`src/hdl/nfa_pkg.sv`:
```
// Shared types, constants and ring helpers for the neighbour fork arbiter.
`default_nettype none

package nfa_pkg;

  localparam int MAX_SEATS  = 16;
  localparam int COUNT_BITS = 16;
  localparam int RING_W     = 7;
  localparam int SEAT_W     = 4;
  localparam int NS_W       = 5;
  localparam int APB_AW     = 3;

  localparam logic [NS_W-1:0]       NUM_SEATS_RST = 5'd5;
  localparam logic [APB_AW-3:0]     REG_NUM_SEATS = 1'b0;
  localparam logic                  OP_PICKUP     = 1'b0;

  typedef logic [RING_W-1:0] ring_t;

  localparam ring_t RING_MIN  = 7'd2;
  localparam ring_t RING_TRIO = 7'd3;

  typedef enum logic [1:0] {
    EV_GRANT   = 2'd0,
    EV_WAIT    = 2'd1,
    EV_RELEASE = 2'd2,
    EV_WOKEN   = 2'd3
  } ev_res_e;

  typedef struct packed {
    ev_res_e             res;
    logic [SEAT_W-1:0]   seat;
  } ev_t;

  typedef struct packed {
    logic      vld;
    logic [1:0] last_idx;
    ev_t [2:0] ev;
  } bun_t;

  // one-ahead and two-ahead comparisons of a seat against its ring neighbours
  typedef struct packed {
    logic lt1;
    logic eq1;
    logic le1;
    logic lt2;
    logic eq2;
    logic le2;
  } cmp_t;

  function automatic ring_t ring_next(ring_t i, ring_t n);
    ring_t inc;
    inc = i + 1'b1;
    return (inc >= n) ? '0 : inc;
  endfunction

  function automatic ring_t ring_prev(ring_t i, ring_t n);
    return (i == '0) ? n - 1'b1 : i - 1'b1;
  endfunction

endpackage

`default_nettype wire

```
`src/hdl/neighbour_fork_arbiter.sv`:
```
// Top level of the neighbour fork arbiter: config, counters, decision and result stages.
// Path: an input transfer is registered in the input register, then its results are loaded into
// the output register when it is free, and from there the first result can transfer.
// Throughput: one item per cycle while each gives at most one result and the output is not
// stalled; a putdown gives up to three results, drained one per cycle while m_axis_tready is high.
// Reset: asynchronous, clears all flags and counters at once; ring size returns to 5.
`default_nettype none

module neighbour_fork_arbiter import nfa_pkg::*; #(
  parameter int MaxSeats  = MAX_SEATS,
  parameter int CountBits = COUNT_BITS
) (
  input  logic              clk_i,
  input  logic              rst_ni,
  input  logic              s_axis_tvalid,
  output logic              s_axis_tready,
  input  logic [7:0]        s_axis_tdata,   // [3:0] seat, [7:4] zero
  input  logic              s_axis_tuser,   // [0] operation
  output logic              m_axis_tvalid,
  input  logic              m_axis_tready,
  output logic [7:0]        m_axis_tdata,   // [3:0] event_seat, [7:4] zero
  output logic [1:0]        m_axis_tuser,   // [1:0] event_res
  output logic              m_axis_tlast,
  input  logic              psel,
  input  logic              penable,
  input  logic              pwrite,
  input  logic [APB_AW-1:0] paddr,
  input  logic [31:0]       pwdata,
  output logic [31:0]       prdata,
  output logic              pready
);

  ring_t               ring_n;
  cmp_t [MaxSeats-1:0] cmp;
  logic [MaxSeats-1:0] inc_use, inc_wait;
  logic                out_can;
  bun_t                bun;
  ev_res_e             res;
  logic [SEAT_W-1:0]   seat;

  nfa_cfg #(
    .MaxSeats (MaxSeats)
  ) u_cfg (
    .clk_i    (clk_i),
    .rst_ni   (rst_ni),
    .psel     (psel),
    .penable  (penable),
    .pwrite   (pwrite),
    .paddr    (paddr),
    .pwdata   (pwdata),
    .prdata   (prdata),
    .pready   (pready),
    .ring_n_o (ring_n)
  );

  nfa_counts #(
    .MaxSeats  (MaxSeats),
    .CountBits (CountBits)
  ) u_counts (
    .clk_i      (clk_i),
    .rst_ni     (rst_ni),
    .ring_n_i   (ring_n),
    .inc_use_i  (inc_use),
    .inc_wait_i (inc_wait),
    .cmp_o      (cmp)
  );

  nfa_core #(
    .MaxSeats (MaxSeats)
  ) u_core (
    .clk_i      (clk_i),
    .rst_ni     (rst_ni),
    .in_vld_i   (s_axis_tvalid),
    .in_op_i    (s_axis_tuser),
    .in_seat_i  (s_axis_tdata[SEAT_W-1:0]),
    .in_rdy_o   (s_axis_tready),
    .ring_n_i   (ring_n),
    .cmp_i      (cmp),
    .out_can_i  (out_can),
    .bun_o      (bun),
    .inc_use_o  (inc_use),
    .inc_wait_o (inc_wait)
  );

  nfa_out u_out (
    .clk_i     (clk_i),
    .rst_ni    (rst_ni),
    .bun_i     (bun),
    .out_can_o (out_can),
    .tvalid_o  (m_axis_tvalid),
    .tready_i  (m_axis_tready),
    .res_o     (res),
    .seat_o    (seat),
    .last_o    (m_axis_tlast)
  );

  assign m_axis_tdata = {4'b0000, seat};
  assign m_axis_tuser = res;

endmodule

`default_nettype wire

```
`src/hdl/nfa_cfg.sv`:
```
// APB register for the ring size and its clamped value.
`default_nettype none

module nfa_cfg import nfa_pkg::*; #(
  parameter int MaxSeats = MAX_SEATS
) (
  input  logic              clk_i,
  input  logic              rst_ni,
  input  logic              psel,
  input  logic              penable,
  input  logic              pwrite,
  input  logic [APB_AW-1:0] paddr,
  input  logic [31:0]       pwdata,
  output logic [31:0]       prdata,
  output logic              pready,
  output ring_t             ring_n_o
);

  logic [NS_W-1:0] ns_q, ns_d;
  logic            hit, wr;
  ring_t           ns_ext;

  assign pready = 1'b1;
  assign hit    = (paddr[APB_AW-1:2] == REG_NUM_SEATS);
  assign wr     = psel & penable & pwrite & pready & hit;
  assign ns_d   = wr ? pwdata[NS_W-1:0] : ns_q;
  assign prdata = hit ? 32'(ns_q) : '0;

  always_ff @(posedge clk_i or negedge rst_ni) begin
    if (!rst_ni) begin
      ns_q <= NUM_SEATS_RST;
    end else begin
      ns_q <= ns_d;
    end
  end

  always_comb begin
    ns_ext = RING_W'(ns_q);
    if (ns_ext < RING_MIN) begin
      ring_n_o = RING_MIN;
    end else if (ns_ext > RING_W'(MaxSeats)) begin
      ring_n_o = RING_W'(MaxSeats);
    end else begin
      ring_n_o = ns_ext;
    end
  end

endmodule

`default_nettype wire

```
`src/hdl/nfa_counts.sv`:
```
// Per-seat saturating use and wait counters with neighbour comparators.
`default_nettype none

module nfa_counts import nfa_pkg::*; #(
  parameter int MaxSeats  = MAX_SEATS,
  parameter int CountBits = COUNT_BITS,
  localparam int IW       = $clog2(MaxSeats)
) (
  input  logic                clk_i,
  input  logic                rst_ni,
  input  ring_t               ring_n_i,
  input  logic [MaxSeats-1:0] inc_use_i,
  input  logic [MaxSeats-1:0] inc_wait_i,
  output cmp_t [MaxSeats-1:0] cmp_o
);

  logic [CountBits-1:0] use_q  [MaxSeats];
  logic [CountBits-1:0] use_d  [MaxSeats];
  logic [CountBits-1:0] wait_q [MaxSeats];
  logic [CountBits-1:0] wait_d [MaxSeats];

  always_comb begin
    for (int i = 0; i < MaxSeats; i++) begin
      use_d[i]  = use_q[i];
      wait_d[i] = wait_q[i];
      if (inc_use_i[i] && (use_q[i] != '1)) begin
        use_d[i] = use_q[i] + 1'b1;
      end
      if (inc_wait_i[i] && (wait_q[i] != '1)) begin
        wait_d[i] = wait_q[i] + 1'b1;
      end
    end
  end

  always_ff @(posedge clk_i or negedge rst_ni) begin
    if (!rst_ni) begin
      for (int i = 0; i < MaxSeats; i++) begin
        use_q[i]  <= '0;
        wait_q[i] <= '0;
      end
    end else begin
      for (int i = 0; i < MaxSeats; i++) begin
        use_q[i]  <= use_d[i];
        wait_q[i] <= wait_d[i];
      end
    end
  end

  for (genvar i = 0; i < MaxSeats; i++) begin : g_cell
    ring_t          j1, j2;
    logic [IW-1:0]  a1, a2;

    assign j1 = ring_next(RING_W'(i), ring_n_i);
    assign j2 = ring_next(j1, ring_n_i);
    assign a1 = j1[IW-1:0];
    assign a2 = j2[IW-1:0];

    assign cmp_o[i].lt1 = use_q[i] <  use_q[a1];
    assign cmp_o[i].eq1 = use_q[i] == use_q[a1];
    assign cmp_o[i].le1 = wait_q[i] <= wait_q[a1];
    assign cmp_o[i].lt2 = use_q[i] <  use_q[a2];
    assign cmp_o[i].eq2 = use_q[i] == use_q[a2];
    assign cmp_o[i].le2 = wait_q[i] <= wait_q[a2];
  end

endmodule

`default_nettype wire

```
`src/hdl/nfa_core.sv`:
```
// Input register, holding/waiting flags and the grant and wake decision.
`default_nettype none

module nfa_core import nfa_pkg::*; #(
  parameter int MaxSeats = MAX_SEATS,
  localparam int IW      = $clog2(MaxSeats)
) (
  input  logic                clk_i,
  input  logic                rst_ni,
  input  logic                in_vld_i,
  input  logic                in_op_i,
  input  logic [SEAT_W-1:0]   in_seat_i,
  output logic                in_rdy_o,
  input  ring_t               ring_n_i,
  input  cmp_t [MaxSeats-1:0] cmp_i,
  input  logic                out_can_i,
  output bun_t                bun_o,
  output logic [MaxSeats-1:0] inc_use_o,
  output logic [MaxSeats-1:0] inc_wait_o
);

  logic                vld_q, op_q, go;
  logic [SEAT_W-1:0]   seat_q;
  logic [MaxSeats-1:0] hold_q, hold_d, wait_q, wait_d;
  logic [MaxSeats-1:0] oh_s, oh_r, oh_l, hold_rel, woken;
  ring_t               s_r, r_r, l_r, rr_r, ll_r;
  logic [IW-1:0]       s, r, l, rr, ll;
  logic                in_ring, rq, lq, both, pick_r, r_first, wake_r, wake_l;

  assign go       = vld_q & out_can_i;
  assign in_rdy_o = ~vld_q | go;

  always_ff @(posedge clk_i or negedge rst_ni) begin
    if (!rst_ni) begin
      vld_q  <= 1'b0;
      hold_q <= '0;
      wait_q <= '0;
    end else begin
      if (in_rdy_o) begin
        vld_q <= in_vld_i;
      end
      hold_q <= hold_d;
      wait_q <= wait_d;
    end
  end

  always_ff @(posedge clk_i) begin
    if (in_vld_i && in_rdy_o) begin
      op_q   <= in_op_i;
      seat_q <= in_seat_i;
    end
  end

  always_comb begin
    s_r     = RING_W'(seat_q);
    in_ring = s_r < ring_n_i;
    r_r     = ring_next(s_r, ring_n_i);
    l_r     = ring_prev(s_r, ring_n_i);
    rr_r    = ring_next(r_r, ring_n_i);
    ll_r    = ring_prev(l_r, ring_n_i);
    s       = s_r[IW-1:0];
    r       = r_r[IW-1:0];
    l       = l_r[IW-1:0];
    rr      = rr_r[IW-1:0];
    ll      = ll_r[IW-1:0];

    oh_s    = '0;
    oh_r    = '0;
    oh_l    = '0;
    oh_s[s] = 1'b1;
    oh_r[r] = 1'b1;
    oh_l[l] = 1'b1;

    // far neighbours are judged with the releasing seat already idle
    hold_rel = hold_q & ~oh_s;
    rq       = wait_q[r] & ~hold_rel[rr];
    lq       = wait_q[l] & ~hold_rel[ll];
    both     = rq & lq & (ring_n_i != RING_MIN);
    pick_r   = cmp_i[r].eq1 ? cmp_i[r].le1 : cmp_i[r].lt1;
    r_first  = cmp_i[l].lt2 | (cmp_i[l].eq2 & cmp_i[l].le2);

    wake_r = 1'b0;
    wake_l = 1'b0;
    if (both && (ring_n_i == RING_TRIO)) begin
      wake_r = pick_r;
      wake_l = ~pick_r;
    end else if (both) begin
      wake_r = 1'b1;
      wake_l = 1'b1;
    end else if (rq) begin
      wake_r = 1'b1;
    end else if (lq) begin
      wake_l = 1'b1;
    end
    woken = (wake_r ? oh_r : '0) | (wake_l ? oh_l : '0);

    bun_o      = '0;
    hold_d     = hold_q;
    wait_d     = wait_q;
    inc_use_o  = '0;
    inc_wait_o = '0;
    if (go && in_ring) begin
      bun_o.vld         = 1'b1;
      bun_o.ev[0].seat  = seat_q;
      if (op_q == OP_PICKUP) begin
        if (!hold_q[l] && !hold_q[r]) begin
          bun_o.ev[0].res = EV_GRANT;
          hold_d          = hold_q | oh_s;
          wait_d          = wait_q & ~oh_s;
        end else begin
          bun_o.ev[0].res = EV_WAIT;
          wait_d          = wait_q | oh_s;
          inc_wait_o      = oh_s;
        end
      end else begin
        bun_o.ev[0].res  = EV_RELEASE;
        hold_d           = hold_rel | woken;
        wait_d           = wait_q & ~woken;
        inc_use_o        = oh_s;
        bun_o.ev[1].res  = EV_WOKEN;
        bun_o.ev[2].res  = EV_WOKEN;
        if (wake_r && wake_l) begin
          bun_o.last_idx    = 2'd2;
          bun_o.ev[1].seat  = r_first ? SEAT_W'(r_r) : SEAT_W'(l_r);
          bun_o.ev[2].seat  = r_first ? SEAT_W'(l_r) : SEAT_W'(r_r);
        end else if (wake_r) begin
          bun_o.last_idx    = 2'd1;
          bun_o.ev[1].seat  = SEAT_W'(r_r);
        end else if (wake_l) begin
          bun_o.last_idx    = 2'd1;
          bun_o.ev[1].seat  = SEAT_W'(l_r);
        end
      end
    end
  end

endmodule

`default_nettype wire

```
`src/hdl/nfa_out.sv`:
```
// Result register that holds up to three events and drains one per transfer.
`default_nettype none

module nfa_out import nfa_pkg::*; (
  input  logic              clk_i,
  input  logic              rst_ni,
  input  bun_t              bun_i,
  output logic              out_can_o,
  output logic              tvalid_o,
  input  logic              tready_i,
  output ev_res_e           res_o,
  output logic [SEAT_W-1:0] seat_o,
  output logic              last_o
);

  logic       vld_q, take, fin;
  logic [1:0] idx_q, last_q;
  ev_t [2:0]  ev_q;
  ev_t        cur;

  assign take      = vld_q & tready_i;
  assign last_o    = (idx_q == last_q);
  assign fin       = take & last_o;
  assign out_can_o = ~vld_q | fin;
  assign tvalid_o  = vld_q;

  always_ff @(posedge clk_i or negedge rst_ni) begin
    if (!rst_ni) begin
      vld_q <= 1'b0;
      idx_q <= '0;
    end else if (out_can_o) begin
      vld_q <= bun_i.vld;
      idx_q <= '0;
    end else if (take) begin
      idx_q <= idx_q + 1'b1;
    end
  end

  always_ff @(posedge clk_i) begin
    if (out_can_o) begin
      ev_q   <= bun_i.ev;
      last_q <= bun_i.last_idx;
    end
  end

  always_comb begin
    case (idx_q)
      2'd0:    cur = ev_q[0];
      2'd1:    cur = ev_q[1];
      default: cur = ev_q[2];
    endcase
  end

  assign res_o  = cur.res;
  assign seat_o = cur.seat;

endmodule

`default_nettype wire

```
`config.mk`:
```
export PLATFORM = sky130hd
export DESIGN_NAME = neighbour_fork_arbiter
export DESIGN_NICKNAME = d
export VERILOG_FILES = /design/src/hdl/nfa_pkg.sv /design/src/hdl/neighbour_fork_arbiter.sv /design/src/hdl/nfa_cfg.sv /design/src/hdl/nfa_counts.sv /design/src/hdl/nfa_core.sv /design/src/hdl/nfa_out.sv
export SDC_FILE = /design/constraint.sdc
export NUM_CORES = 2
export LEC_CHECK = 0
export BUFFER_PORTS_ARGS = -buffer_cell sky130_fd_sc_hd__buf_2
export CAP_MARGIN = 20
export CORE_ASPECT_RATIO = 1.4
export CORE_MARGIN = 2
export CORE_UTILIZATION = 57
export CTS_CLUSTER_DIAMETER = 50
export CTS_CLUSTER_SIZE = 8
export DETAILED_ROUTE_END_ITERATION = 10
export MAX_ROUTING_LAYER = met4
export PLACE_DENSITY_LB_ADDON = 0.1
export SLEW_MARGIN = 40
export SYNTH_ARGS = -nofsm -noshare
export SYNTH_HDL_FRONTEND = slang
export SYNTH_SLANG_ARGS = --single-unit
```
`constraint.sdc`:
```
create_clock -name clk_i -period 7.4 [get_ports clk_i]
set_input_delay 1.85 -clock clk_i [delete_from_list [all_inputs] [get_ports clk_i]]
set_output_delay 1.85 -clock clk_i [all_outputs]
set_load 0.01 [all_outputs]
```
==> flow_summary.json <==
{
  "p_clk_share_pct": 20.9,
  "cts_buffers": 93,
  "htreeDepth": 3,
  "clock_sinks": 574,
  "post-route-min-period_ns": 7.16,
  "fill_cells": 10300,
  "worstMarginPinSlew_ns": 1.07,
  "yosys_register_bits": 574,
  "wl_mm": 288,
  "finClkSkew_ns": 0.0510,
  "finalSetupViolCount": 0,
  "p_sw_share_pct": 48.9,
  "drcViolationCount": 9,
  "clkTransAtPathRegs_ns": 0.06,
  "ys_warn_count": 0,
  "grt_pass1_vias": 63500,
  "syn_inst": 8025,
  "gr-usage-met3_pct": 10.4,
  "violations": "DRC",
  "switchingPower_w": 0.00962,
  "start_util_pct": 57.2,
  "seqCellArea_um2": 14500,
  "grtUsageMet1_pct": 51.9,
  "pwr-share-seq_pct": 19.8,
  "max_freq_mhz": 140,
  "place_inst": 9341,
  "globalRouteMet2Util_pct": 76.2,
  "portBuffers": 31,
  "powerDensity_nw_per_um2": 277,
  "relSlewSlack_pct": 28.8,
  "hold_viol": 0,
  "finalCritPeriodShare_pct": 96.8,
  "fin_setup_tns_ns": 0,
  "coreArea_um2": 114000,
  "hold_path.class": "reg -> reg",
  "worst_slack_ns": 0.236,
  "peakVddDrop_uv": 231,
  "multi_input_area_um2": 48600,
  "antenna_found_initial": 8,
  "synth_flop_cell": "dfrtp_1",
  "cts_tree": "done",
  "final_cell_count_no_fill": 9493,
  "cp.arrival_ns": 7.62,
  "dp.final_hpwl_mm": 209,
  "gp_congestion": 1.06,
  "final_common_cell": "ha_1",
  "syn_area_um2": 65400,
  "ant_nets": 0,
  "syn_avg_cell_area_um2": 8.15,
  "area_delta_synth_final_pct": 8.47,
  "gr-total-overflow": 0,
  "worstPathRequired_ns": 7.85,
  "p_leak_nw": 33.1,
  "clockBufferDepth": 3,
  "cts_setup_buffers": 0,
  "design.die.area_um2": 117000,
  "cp-end-kind": "flop",
  "drt-initial-drc-count": 7477,
  "final_nets": 9120,
  "grt_pass1_wl_mm": 417,
  "via_count": 66900,
  "grt_max_degree": 147,
  "die_h_um": 405,
  "fp-row-count": 147,
  "synth_cell_types": 95,
  "postPlaceCellArea_um2": 68000,
  "vias_per_cell": 7.05,
  "critical_path_class": "reg -> reg",
  "grt_busiest_layer": "met2",
  "rsz0062_at_grt": "false",
  "postCtsHoldBufs": 0,
  "grt_usage_pct": 49.4,
  "post_drt_wl_per_cell_um": 30.4,
  "postLayoutCellArea_um2": 70900,
  "synth_edf_count": 21,
  "utilization_pct": 62.1,
  "status": "complete, but fails checks",
  "drive_gt1_share_pct": 7.13,
  "clk_latency_ns": 0.78,
  "path_max_fanout": 32,
  "fp.dieW_um": 290,
  "synthArstFlopShare_pct": 96.3,
  "pre_cts_ws_ns": 0.388,
  "layout_common_cells": "ha_1 (1,119), a21oi_1 (946), nand2_1 (703)",
  "pwr-share-comb_pct": 59.3,
  "synth-seq-area-share_pct": 22.1,
  "start_kind": "flop",
  "root_buffer": "clkbuf_16",
  "slew_violations": 0,
  "p_int_w": 0.0100,
  "first_pass_iters": 11,
  "maxCapViolations": 0,
  "r2r_slack_ns": 0.24,
  "ioPinCount": 97
}
==> logic make-up (layout without fill, tap and decap cells) <==
family | count (synthesis) | in the layout | synth area share, %
other cells | 2 | 43 | 0.0115
compound gates | 2082 | 2082 | 19.5
simple gates | 2588 | 2591 | 18.8
xor+xnor | 475 | 475 | 6.36
flops | 574 | 574 | 22.1
mux | 485 | 485 | 7.57
buf+inv | 700 | 634 | 4.23
fa+ha+maj | 1119 | 1119 | 21.4
==> worst max-delay path, stage by stage, from the launching register on <==
cell and delay (ns):
dfstp_2 0.64, nor3_2 0.08, a21oi_1 0.23, inv_1 0.24, ha_1 0.36, nor3b_1 0.21
buf_4 0.19, nor2_2 0.08, ha_1 0.32, nand2_1 0.06, nand2_1 0.09, a21oi_2 0.44
nor2_4 0.20, buf_4 0.32, a21oi_1 0.18, a21oi_1 0.07, ha_1 0.33, nand4_1 0.14
nor2_1 0.15, nand3_1 0.12, or4_1 0.56, a31oi_1 0.50, a31oi_4 0.25, a21oi_1 0.30
a41oi_1 0.29, a2bb2oi_1 0.39, o2bb2ai_1 0.12
==> per-stage QoR <==
step / total power (W) / hold WS (ns)
after global routing: 0.0206 / 0.567
after floorplan: 0.0110 / 0.485
after detailed placement: 0.0150 / 0.511
after CTS: 0.0191 / 0.524
after global placement: 0.0147 / 0.506
final: 0.0197 / 0.529
==> final timing paths <==
kind,end,cells past startpoint,from
max,u_out.ev_q[7],26,u_cfg.ns_q[2]
min,flop,2,flop
max reg2reg,u_out.ev_q[7],26,u_cfg.ns_q[2]
min reg2reg,flop,2,flop
max in group asynchronous,u_counts.use_q[120],3,rst_ni
min in group asynchronous,u_counts.wait_q[118],1,rst_ni
==> area by class of cell <==
type | instances | share of cell area, %
Tap cell | 1490 | 2.63
Antenna cell | 10 | 0.0353
Timing Repair Buffer | 305 | 3.41
Clock inverter | 19 | 0.275
Inverter | 191 | 1.01
Multi-Input combinational cell | 6785 | 68.6
Sequential cell | 574 | 20.4
Clock buffer | 119 | 3.65
==> state kept, by name (all words and copies together) (netlist names), named ones only <==
signal / flops
u_counts.use_q: 256
u_counts.wait_q: 256
u_out.last_q: 2
u_out.tvalid_o: 1
u_out.ev_q: 14
u_core.hold_q: 16
u_core.vld_q: 1
u_core.op_q: 1
u_core.s: 4
u_out.idx_q: 2
u_cfg.ns_q: 5
==> synthesized netlist by cell type (all sizes together), types with 44 or more instances <==
master  instances  area (um2)
buf            81         440
nand3         308        1540
o21a           79         593
nand2b         82         513
xnor2         379        3320
nand2         705        2650
nor2b         100         626
ha           1119       14000
mux2i         444        4440
a211oi         57         433
a21oi         958        4790
o21ai         394        1970
a222oi         55         551
a21o          176        1320
xor2           96         841
inv           179         672
nor4           44         282
clkbuf        428        1610
nand4         277        1730
nor3          139         716
and3          106         663
nor2          697        2620
dfrtp         551       13800
==> power by group through the flow <==
| stage | logic [W] | clock network, W | registers, W |
|---|---|---|---|
| 2_1_floorplan | 0.00725 | 0 | 0.00372 |
| 3_3_place_gp | 0.0108 | 0 | 0.00390 |
| 3_5_place_dp | 0.0111 | 0 | 0.00391 |
| 4_1_cts | 0.0111 | 0.00413 | 0.00386 |
| 5_1_grt | 0.0125 | 0.00426 | 0.00390 |
| 6_report | 0.0117 | 0.00411 | 0.00389 |
==> repair_timing <==
item / CTS / global route
hold endpoints to repair: 0 / 0
endpoints found under the setup margin: 0 / 8
resized for setup: 0 / 6
==> metal layers <==
layer,up-vias,share of wire [%]
li1,29400,-
met1,31600,34
met2,4110,44
met3,1911,9.7
met4,0,13
met5,-,0
Power figures use the tool's default switching activity.
